## config.mk

```make
export PLATFORM = sky130hd
export DESIGN_NAME = depth_to_hue_colorizer_core
export DESIGN_NICKNAME = d
export VERILOG_FILES = /design/src/dthc_pkg.sv /design/src/dthc_div.sv /design/src/depth_to_hue_colorizer_core.sv
export SDC_FILE = /design/constraint.sdc
export NUM_CORES = 2
export LEC_CHECK = 0
export BUFFER_PORTS_ARGS = -buffer_cell sky130_fd_sc_hd__buf_4
export CAP_MARGIN = 20
export CELL_PAD_IN_SITES_DETAIL_PLACEMENT = 1
export CELL_PAD_IN_SITES_GLOBAL_PLACEMENT = 1
export CORE_MARGIN = 5
export CORE_UTILIZATION = 40
export CTS_BUF_LIST = sky130_fd_sc_hd__clkbuf_4 sky130_fd_sc_hd__clkbuf_8 sky130_fd_sc_hd__clkbuf_16
export CTS_CLUSTER_DIAMETER = 30
export DETAILED_ROUTE_END_ITERATION = 8
export PLACE_DENSITY = 0.63
export REMOVE_ABC_BUFFERS = 1
export SYNTH_ARGS = -nofsm -noshare
export SYNTH_HDL_FRONTEND = slang
export SYNTH_SLANG_ARGS = --single-unit
```

## constraint.sdc

```tcl
create_clock -name clk -period 10.1 [get_ports clk]
set_input_delay 0.505 -clock clk [delete_from_list [all_inputs] [get_ports clk]]
set_output_delay 0.505 -clock clk [all_outputs]
set_load 0.01 [all_outputs]
```

## src/dthc_pkg.sv

```systemverilog
// Shared types and constants for the depth-to-hue colorizer.
// No dependencies; imported by dthc_div and depth_to_hue_colorizer_core.
package dthc_pkg;

  localparam int unsigned DEPTH_W = 16;
  localparam int unsigned CH_W    = 8;

  // Per-item side flags that ride along the divider pipeline.
  typedef struct packed {
    logic blank;  // sample had no measurement: pixel is black
    logic flat;   // empty or inverted range: hue position forced to zero
  } tag_t;

endpackage

```

## src/dthc_div.sv

```systemverilog
// Pipelined restoring divider, one quotient bit per stage, for the hue position.
// Depends on dthc_pkg (DEPTH_W, tag_t).
module dthc_div #(
  parameter int unsigned FRACTION_BITS = 16
) (
  input  logic                              clk,
  input  logic                              rst_n,
  input  logic                              in_valid,
  input  logic [dthc_pkg::DEPTH_W-1:0]      in_diff,
  input  logic [dthc_pkg::DEPTH_W-1:0]      in_span,
  input  dthc_pkg::tag_t                    in_tag,
  output logic                              in_ready,
  output logic                              out_valid,
  output logic [FRACTION_BITS+2:0]          out_quot,
  output dthc_pkg::tag_t                    out_tag,
  input  logic                              out_ready
);
  import dthc_pkg::*;

  // Quotient covers 0 .. 4.0 with FRACTION_BITS fraction bits.
  localparam int unsigned QW = FRACTION_BITS + 3;

  logic [QW-1:0]      v_r;
  logic [DEPTH_W-1:0] rem_r  [QW];
  logic [DEPTH_W-1:0] span_r [QW];
  logic [QW-1:0]      quot_r [QW];
  tag_t               tag_r  [QW];

  logic [QW:0]        rdy;
  logic [QW-1:0]      prev_v;
  logic [DEPTH_W-1:0] prev_rem  [QW];
  logic [DEPTH_W-1:0] prev_span [QW];
  logic [QW-1:0]      prev_quot [QW];
  tag_t               prev_tag  [QW];
  logic [DEPTH_W:0]   trial     [QW];
  logic [QW-1:0]      qbit;
  logic [DEPTH_W-1:0] rem_nxt   [QW];
  logic [QW-1:0]      quot_nxt  [QW];

  // Ready chain: a stage may load when it is empty or its contents move on.
  always_comb begin
    rdy[QW] = out_ready;
    for (int k = QW - 1; k >= 0; k--) begin
      rdy[k] = !v_r[k] || rdy[k+1];
    end
  end

  always_comb begin
    for (int k = 0; k < QW; k++) begin
      if (k == 0) begin
        prev_v[k]    = in_valid;
        prev_rem[k]  = in_diff;
        prev_span[k] = in_span;
        prev_quot[k] = '0;
        prev_tag[k]  = in_tag;
        // First step: remainder starts at the difference itself.
        trial[k]     = {1'b0, in_diff};
      end else begin
        prev_v[k]    = v_r[k-1];
        prev_rem[k]  = rem_r[k-1];
        prev_span[k] = span_r[k-1];
        prev_quot[k] = quot_r[k-1];
        prev_tag[k]  = tag_r[k-1];
        trial[k]     = {rem_r[k-1], 1'b0};
      end
      qbit[k]     = (trial[k] >= {1'b0, prev_span[k]});
      rem_nxt[k]  = qbit[k] ? DEPTH_W'(trial[k] - {1'b0, prev_span[k]})
                            : trial[k][DEPTH_W-1:0];
      quot_nxt[k] = {prev_quot[k][QW-2:0], qbit[k]};
    end
  end

  always_ff @(posedge clk) begin
    if (!rst_n) begin
      v_r <= '0;
    end else begin
      for (int k = 0; k < QW; k++) begin
        if (rdy[k]) begin
          v_r[k] <= prev_v[k];
        end
      end
    end
  end

  always_ff @(posedge clk) begin
    for (int k = 0; k < QW; k++) begin
      if (rdy[k] && prev_v[k]) begin
        rem_r[k]  <= rem_nxt[k];
        span_r[k] <= prev_span[k];
        quot_r[k] <= quot_nxt[k];
        tag_r[k]  <= prev_tag[k];
      end
    end
  end

  assign in_ready  = rdy[0];
  assign out_valid = v_r[QW-1];
  assign out_quot  = quot_r[QW-1];
  assign out_tag   = tag_r[QW-1];

endmodule

```

## src/depth_to_hue_colorizer_core.sv

```systemverilog
// Depth-to-hue colorizer: maps 16-bit depth samples to RGBA pixels.
// Stages: the clamp stage, one divider stage per quotient bit, scale and output.
// Throughput: one item per cycle; stages hold on out_stall and empty slots close up.
// Reset (synchronous, rst_n low): pipeline emptied, near_limit = 500, far_limit = 4000.
// Depends on dthc_pkg and dthc_div.
module depth_to_hue_colorizer_core #(
  parameter int unsigned FRACTION_BITS = 16
) (
  input  logic                          clk,
  input  logic                          rst_n,
  // configuration write port
  input  logic                          cfg_wr_en,
  input  logic                          cfg_index,
  input  logic [dthc_pkg::DEPTH_W-1:0]  cfg_wdata,
  // depth sample in
  input  logic                          in_valid,
  output logic                          in_stall,
  input  logic [dthc_pkg::DEPTH_W-1:0]  in_depth_sample,
  // pixel out
  output logic                          out_valid,
  input  logic                          out_stall,
  output logic [dthc_pkg::CH_W-1:0]     out_red_level,
  output logic [dthc_pkg::CH_W-1:0]     out_green_level,
  output logic [dthc_pkg::CH_W-1:0]     out_blue_level,
  output logic [dthc_pkg::CH_W-1:0]     out_alpha_level
);
  import dthc_pkg::*;

  localparam int unsigned QW = FRACTION_BITS + 3;

  // Register indexes.
  localparam logic CFG_NEAR = 1'b0;
  localparam logic CFG_FAR  = 1'b1;

  localparam logic [DEPTH_W-1:0] NEAR_RESET = 16'd500;
  localparam logic [DEPTH_W-1:0] FAR_RESET  = 16'd4000;

  // Hue sectors: integer part of the position.
  localparam logic [2:0] SECT_RED_TO_YEL  = 3'd0;
  localparam logic [2:0] SECT_YEL_TO_GRN  = 3'd1;
  localparam logic [2:0] SECT_GRN_TO_CYAN = 3'd2;
  localparam logic [2:0] SECT_CYAN_TO_BLU = 3'd3;

  localparam logic [CH_W-1:0] CH_FULL = 8'hFF;
  localparam logic [CH_W-1:0] CH_NONE = 8'h00;

  // Largest legal position: exactly 4.0.
  localparam logic [QW-1:0] P_MAX = {3'b100, {FRACTION_BITS{1'b0}}};

  // ---------------------------------------------------------------------------
  // Configuration registers. To be written by the user only while the pipeline is
  // idle, so the clamp stage may read them directly; the block does not enforce it.
  // ---------------------------------------------------------------------------
  logic [DEPTH_W-1:0] near_r;
  logic [DEPTH_W-1:0] far_r;

  always_ff @(posedge clk) begin
    if (!rst_n) begin
      near_r <= NEAR_RESET;
      far_r  <= FAR_RESET;
    end else if (cfg_wr_en) begin
      case (cfg_index)
        CFG_NEAR: near_r <= cfg_wdata;
        CFG_FAR:  far_r  <= cfg_wdata;
        default:  ;
      endcase
    end
  end

  // ---------------------------------------------------------------------------
  // Ready chain from the output back. Each stage advances when it is empty or
  // its item moves on, so bubbles close up while the output is stalled.
  // ---------------------------------------------------------------------------
  logic out_valid_r;
  logic scl_v_r;
  logic clp_v_r;
  logic out_ready;
  logic scl_ready;
  logic div_ready;
  logic clp_ready;

  assign out_ready = !out_valid_r || !out_stall;
  assign scl_ready = !scl_v_r || out_ready;
  assign clp_ready = !clp_v_r || div_ready;
  assign in_stall  = !clp_ready;

  // ---------------------------------------------------------------------------
  // Stage 1: clamp. Clamp to far first, then to near, so near wins on an
  // inverted range (the result is unused then anyway).
  // ---------------------------------------------------------------------------
  logic [DEPTH_W-1:0] clamp_hi;
  logic [DEPTH_W-1:0] clamp_val;
  logic [DEPTH_W-1:0] clp_diff_nxt;
  logic [DEPTH_W-1:0] clp_span_nxt;
  tag_t               clp_tag_nxt;
  logic [DEPTH_W-1:0] clp_diff_r;
  logic [DEPTH_W-1:0] clp_span_r;
  tag_t               clp_tag_r;

  always_comb begin
    clamp_hi          = (in_depth_sample > far_r) ? far_r : in_depth_sample;
    clamp_val         = (clamp_hi < near_r) ? near_r : clamp_hi;
    clp_diff_nxt      = far_r - clamp_val;
    clp_span_nxt      = far_r - near_r;
    clp_tag_nxt.blank = (in_depth_sample == '0);
    clp_tag_nxt.flat  = !(far_r > near_r);
  end

  always_ff @(posedge clk) begin
    if (!rst_n) begin
      clp_v_r <= 1'b0;
    end else if (clp_ready) begin
      clp_v_r <= in_valid;
    end
  end

  always_ff @(posedge clk) begin
    if (clp_ready && in_valid) begin
      clp_diff_r <= clp_diff_nxt;
      clp_span_r <= clp_span_nxt;
      clp_tag_r  <= clp_tag_nxt;
    end
  end

  // ---------------------------------------------------------------------------
  // Stages 2 .. QW+1: position p = 4 * diff / span, one quotient bit a stage.
  // ---------------------------------------------------------------------------
  logic          div_valid;
  logic [QW-1:0] div_quot;
  tag_t          div_tag;

  dthc_div #(
    .FRACTION_BITS (FRACTION_BITS)
  ) u_div (
    .clk       (clk),
    .rst_n     (rst_n),
    .in_valid  (clp_v_r),
    .in_diff   (clp_diff_r),
    .in_span   (clp_span_r),
    .in_tag    (clp_tag_r),
    .in_ready  (div_ready),
    .out_valid (div_valid),
    .out_quot  (div_quot),
    .out_tag   (div_tag),
    .out_ready (scl_ready)
  );

  // ---------------------------------------------------------------------------
  // Scale stage: split p into sector and fraction, and form 255*f and
  // 255*(1-f) truncated. Times 255 is a shift and a subtract.
  // ---------------------------------------------------------------------------
  logic [QW-1:0]              pos;
  logic [FRACTION_BITS-1:0]   frac;
  logic [FRACTION_BITS:0]     one_minus;
  logic [FRACTION_BITS+7:0]   up_prod;
  logic [FRACTION_BITS+8:0]   down_prod;
  logic [2:0]                 scl_sector_r;
  logic [CH_W-1:0]            scl_up_r;
  logic [CH_W-1:0]            scl_down_r;
  logic                       scl_blank_r;

  always_comb begin
    // Empty or inverted range: force the position to zero (red).
    pos       = div_tag.flat ? '0 : div_quot;
    frac      = pos[FRACTION_BITS-1:0];
    one_minus = {1'b1, {FRACTION_BITS{1'b0}}} - {1'b0, frac};
    up_prod   = {frac, 8'h00} - {8'h00, frac};
    down_prod = {one_minus, 8'h00} - {8'h00, one_minus};
  end

  always_ff @(posedge clk) begin
    if (!rst_n) begin
      scl_v_r <= 1'b0;
    end else if (scl_ready) begin
      scl_v_r <= div_valid;
    end
  end

  always_ff @(posedge clk) begin
    if (scl_ready && div_valid) begin
      scl_sector_r <= pos[QW-1:FRACTION_BITS];
      scl_up_r     <= up_prod[FRACTION_BITS+7:FRACTION_BITS];
      scl_down_r   <= down_prod[FRACTION_BITS+7:FRACTION_BITS];
      scl_blank_r  <= div_tag.blank;
    end
  end

  // ---------------------------------------------------------------------------
  // Output stage: pick the channel pattern of the sector; black for a sample
  // without measurement. Sector four (exactly blue) takes the default arm.
  // ---------------------------------------------------------------------------
  logic [CH_W-1:0] red_nxt;
  logic [CH_W-1:0] green_nxt;
  logic [CH_W-1:0] blue_nxt;
  logic [CH_W-1:0] red_r;
  logic [CH_W-1:0] green_r;
  logic [CH_W-1:0] blue_r;

  always_comb begin
    case (scl_sector_r)
      SECT_RED_TO_YEL: begin
        red_nxt = CH_FULL;    green_nxt = scl_up_r;   blue_nxt = CH_NONE;
      end
      SECT_YEL_TO_GRN: begin
        red_nxt = scl_down_r; green_nxt = CH_FULL;    blue_nxt = CH_NONE;
      end
      SECT_GRN_TO_CYAN: begin
        red_nxt = CH_NONE;    green_nxt = CH_FULL;    blue_nxt = scl_up_r;
      end
      SECT_CYAN_TO_BLU: begin
        red_nxt = CH_NONE;    green_nxt = scl_down_r; blue_nxt = CH_FULL;
      end
      default: begin
        red_nxt = scl_up_r;   green_nxt = CH_NONE;    blue_nxt = CH_FULL;
      end
    endcase
    if (scl_blank_r) begin
      red_nxt   = CH_NONE;
      green_nxt = CH_NONE;
      blue_nxt  = CH_NONE;
    end
  end

  always_ff @(posedge clk) begin
    if (!rst_n) begin
      out_valid_r <= 1'b0;
    end else if (out_ready) begin
      out_valid_r <= scl_v_r;
    end
  end

  always_ff @(posedge clk) begin
    if (out_ready && scl_v_r) begin
      red_r   <= red_nxt;
      green_r <= green_nxt;
      blue_r  <= blue_nxt;
    end
  end

  assign out_valid       = out_valid_r;
  assign out_red_level   = red_r;
  assign out_green_level = green_r;
  assign out_blue_level  = blue_r;
  assign out_alpha_level = CH_FULL;

`ifndef ASSERT_OFF
  // A free output must free the whole pipe back to the input.
  a_no_back_stall: assert property (@(posedge clk) disable iff (!rst_n)
    !out_stall |-> !in_stall)
    else $error("input stalled while output is free");

  // An accepted item lands in the clamp stage.
  a_take_item: assert property (@(posedge clk) disable iff (!rst_n)
    (in_valid && !in_stall) |=> clp_v_r)
    else $error("accepted item lost at clamp stage");

  // The divider never yields a position above 4.0 on a proper range.
  a_pos_range: assert property (@(posedge clk) disable iff (!rst_n)
    (div_valid && !div_tag.flat) |-> (div_quot <= P_MAX))
    else $error("hue position above four");

  // A saturated hue has one full channel, unless the pixel is black.
  a_full_chan: assert property (@(posedge clk) disable iff (!rst_n)
    out_valid |-> (red_r == CH_FULL || green_r == CH_FULL || blue_r == CH_FULL ||
                   (red_r == CH_NONE && green_r == CH_NONE && blue_r == CH_NONE)))
    else $error("pixel has no full channel");
`endif

endmodule
```

==> key figures <==
Power and ir drop
  • PwrDens: 210 nW/µm²
  • Peak supply drop: 186 µV
  • Leakage: 0.0235 µW

Synthesis
  • Yosys warns: 0
  • Yosys reg bits: 936
  • Cells after synthesis: 4283
  • Synth async-reset ratio: 0%
  • Mapped cell area: 49000 µm²
  • Number of flops mapped to enable cells by yosys: 882
  • Cell variety after synth: 77
  • Primary FF master, synth: edfxtp_1
  • Mapped Avg Cell Area: 11.4 µm²
  • Seq/Total Area, Yosys: 56.2%

Critical path
  • CP delay by family, top: compound AO/OA/AOI/OAI gates
  • Critical Path Start: far_r[1]$_SDFFE_PN0P_
  • Worst stage delay on the critical path: 0.62 ns
  • Setup slack, reg-to-reg: 3.04 ns
  • Arrival time at the worst endpoint: 7.59 ns
  • CP required: 10.63 ns
  • Reg2reg end: clp_diff_r[14]$_DFFE_PP_
  • Slowest cell on the critical path: a31oi_4
  • Critical path launch point type: register
  • Cell count of the worst reg-to-reg path: 27
  • Critical path class: register to register
  • Crit path buf inv count: 1
  • Critical Path End Type: register
  • Reg2Reg Launch Point: far_r[1]$_SDFFE_PN0P_
  • Critical Path Fanout Max: 18

Timing
  • Min cycle time layout: 7.06 ns
  • Fin. Hold Viols: 0
  • Final WS setup: 3.04 ns
  • Final period utilization: 69.9%
  • Worst-Margin Slew: 1.05 ns
  • Post-route clock skew: 0.0320 ns
  • Unrepaired setup endpoints after global routing: no
  • Setup_tns: 0 ns
  • Final setup viols: 0
  • Worst rel slew slack: 30.0%
  • Slew Limit Fails: 0
  • Max Fclk: 142 MHz

Placement
  • IO buf count: 63
  • DP Wirelength: 85.1 mm
  • Place WS: 3.12 ns
  • GPL Wtd Cong: 0.811

Outcome
  • Outcome: finished, final reports clean

Global routing
  • Vias in the first global route: 34500
  • Gr usage total: 17.7%
  • Largest net degree at the start of global routing: 55
  • First-pass GRT wire length: 186 mm
  • Grt ovf: 0
  • Initial antenna violation count: 1

Clock tree
  • Clock Tree Buf Depth: 3
  • Later-pin clock latency in the skew report: 0.80 ns
  • H-tree depth: 4
  • Clock sink total: 936
  • CTS buffer count: 217
  • Clk pin slew, worst setup/hold paths: 0.05 ns
  • Post-CTS Resized: 0
  • TritonCTS clock tree: built
  • CTS root buf: clkbuf_16

Hold path
  • Hold Path End: clp_v_r$_SDFFE_PN0N_
  • Hold_sp: in_valid
  • Worst hold path type: primary input to register
  • Worst Hold Depth: 2

Drt
  • Via count: 32400
  • WL/cell: 18.3 µm
  • TritonRoute pass-1 iters: 4
  • Routed WL: 116 mm
  • Iter 0 DRT Violations: 1714
  • Routed vias/inst: 5.11
  • Residual DRC: 0
  • Antenna-violating nets left: 0

Floorplan
  • Placeable Area: 122000 µm²
  • Die Y: 360 µm
  • Row cnt: 128
  • Effective utilization at floorplan: 40.3%
  • DIE WIDTH: 360 µm
  • Die area: 130000 µm²
  • IO Pins: 72

Job
  • Maxcap violations: 0

Layout
  • Layout fillers: 12800
  • Nets@finish: 4975
  • P&R area growth vs syn: 21.3%
  • Ant diodes: 0
  • Layout cells sized above 1: 13.2%
## worst reg2reg max path: cells and delay by family (launching register included)
kind                     cells  cell delay, ns
XOR/XNOR                     1            0.14
AO/OA/AOI/OAI               15            3.52
multiplexers                 2            0.80
adder cells (fa/ha/maj)      4            1.26
AND/OR/NAND/NOR              4            0.54
buffers and inverters        1            0.15
flip-flops                   1            0.41
## cell families (layout without fill, tap and decap cells)
| logic type | count (synthesis) | count (layout) | share of synthesized area (%) |
|---|---|---|---|
| simple gates | 1023 | 1023 | 9.92 |
| compound gates | 1001 | 1001 | 12.5 |
| flops | 936 | 936 | 56.2 |
| buf+inv | 603 | 1037 | 4.73 |
| fa+ha+maj | 403 | 403 | 10.6 |
| xor+xnor | 233 | 233 | 4.16 |
| mux | 83 | 83 | 1.89 |
| other cells | 1 | 8 | 0.00765 |
## how the worst max path moves through the flow
stage,endpoint,slack (ns),depth (start not counted)
final,clp_diff_r[14]$_DFFE_PP_,3.04,27
after global routing,clp_diff_r[14]$_DFFE_PP_,2.45,27
after CTS,clp_diff_r[14]$_DFFE_PP_,3.07,27
after detailed placement,clp_diff_r[14]$_DFFE_PP_,3.12,27
after global placement,clp_diff_r[14]$_DFFE_PP_,3.23,26
after floorplan,clp_diff_r[14]$_DFFE_PP_,3.62,26
## routing by layer
layer  share of wire, %  wire, µm  vias to the layer above  GRT usage [%]
li1                   -         -                    16000              -
met2                 51     59500                      389           31.9
met5                  0         0                        -              0
met1                 44     51100                    15900           21.7
met3                2.6      3030                      192           3.09
met4                2.2      2610                        0           5.49
## power by group
| part | switching [µW] | internal [µW] | leakage [µW] |
|---|---|---|---|
| clock network | 2270 | 4790 | 0.00362 |
| registers | 66.4 | 4360 | 0.00842 |
| logic | 560 | 450 | 0.0115 |
| total | 2900 | 9600 | 0.0235 |
## cells in the mapped netlist, types with 21 or more instances
library cell	n	share of area [%]
o31ai_1	31	0.47
o21ai_0	224	2.3
nand2b_1	57	0.73
o21a_1	36	0.55
a21boi_0	81	1.2
a211oi_1	28	0.43
nor2b_1	91	1.2
mux2_2	77	1.8
dfxtp_1	54	2.2
nand3_1	42	0.43
and3_1	33	0.42
a21o_1	77	1.2
o21ai_1	54	0.55
ha_1	383	9.8
edfxtp_1	882	54
a21oi_1	324	3.3
xnor2_1	166	3.0
nand2_1	337	2.6
nor2_1	269	2.1
inv_1	512	3.9
nand4_1	62	0.79
o21bai_1	21	0.32
nor3_1	38	0.39
xor2_1	67	1.2
clkbuf_1	57	0.44
o211ai_1	24	0.37
## cells in the final DEF (no fill, tap or decap), drive strengths merged, types with 77 or more instances in the layout
master  Yosys  layout
o21ai     280     280
nor2      270     270
buf        29      94
nand2     339     339
inv       517     529
mux2       77      77
clkbuf     57     248
a21boi     90      90
nor2b      92      92
clkinv      0      83
a21oi     325     325
a21o       77      77
ha        383     383
xnor2     166     166
edfxtp    882     882
## layout make-up
class / instances / area (µm²) / area share [%]
well taps: 1625 / 2030 / 3.42
multi-input cells: 2751 / 19400 / 32.6
repair buffers: 111 / 931 / 1.57
flip-flops and latches: 936 / 27600 / 46.4
inverters: 517 / 1940 / 3.27
clock inverters: 161 / 1860 / 3.13
clock buffers: 248 / 5730 / 9.64
## timing repair
action                    CTS  global route
hold endpoints to repair   33             0
setup buffers               0             0
hold buffers               17             0
## metrics by stage
step / hold WS [ns] / cell area [µm²] / cells / util [%] / power, µW
final: 0.0749 / 59400 / 6349 / 48.8 / 12500
after global routing: 0.0389 / 59400 / 6349 / 48.8 / 13000
after CTS: 0.0183 / 59400 / 6345 / 48.8 / 12700
after detailed placement: 0.405 / 51600 / 5919 / 42.4 / 5500
after global placement: 0.400 / 51600 / 5918 / 42.4 / 5470
after floorplan: 0.400 / 48700 / 4204 / - / 5220
## flip-flops by register name, summed over array words and instances, names as in the netlist, 2 cells and up
name	count
scl_sector_r	3
u_div.span_r	288
scl_down_r	8
out_green_level	8
clp_diff_r	16
far_r	16
near_r	16
u_div.tag_r	38
u_div.v_r	19
u_div.rem_r	288
u_div.quot_r	190
clp_span_r	16
out_blue_level	8
scl_up_r	8
out_red_level	8
clp_tag_r	2
Note: power is estimated with default switching activity, not from simulation.
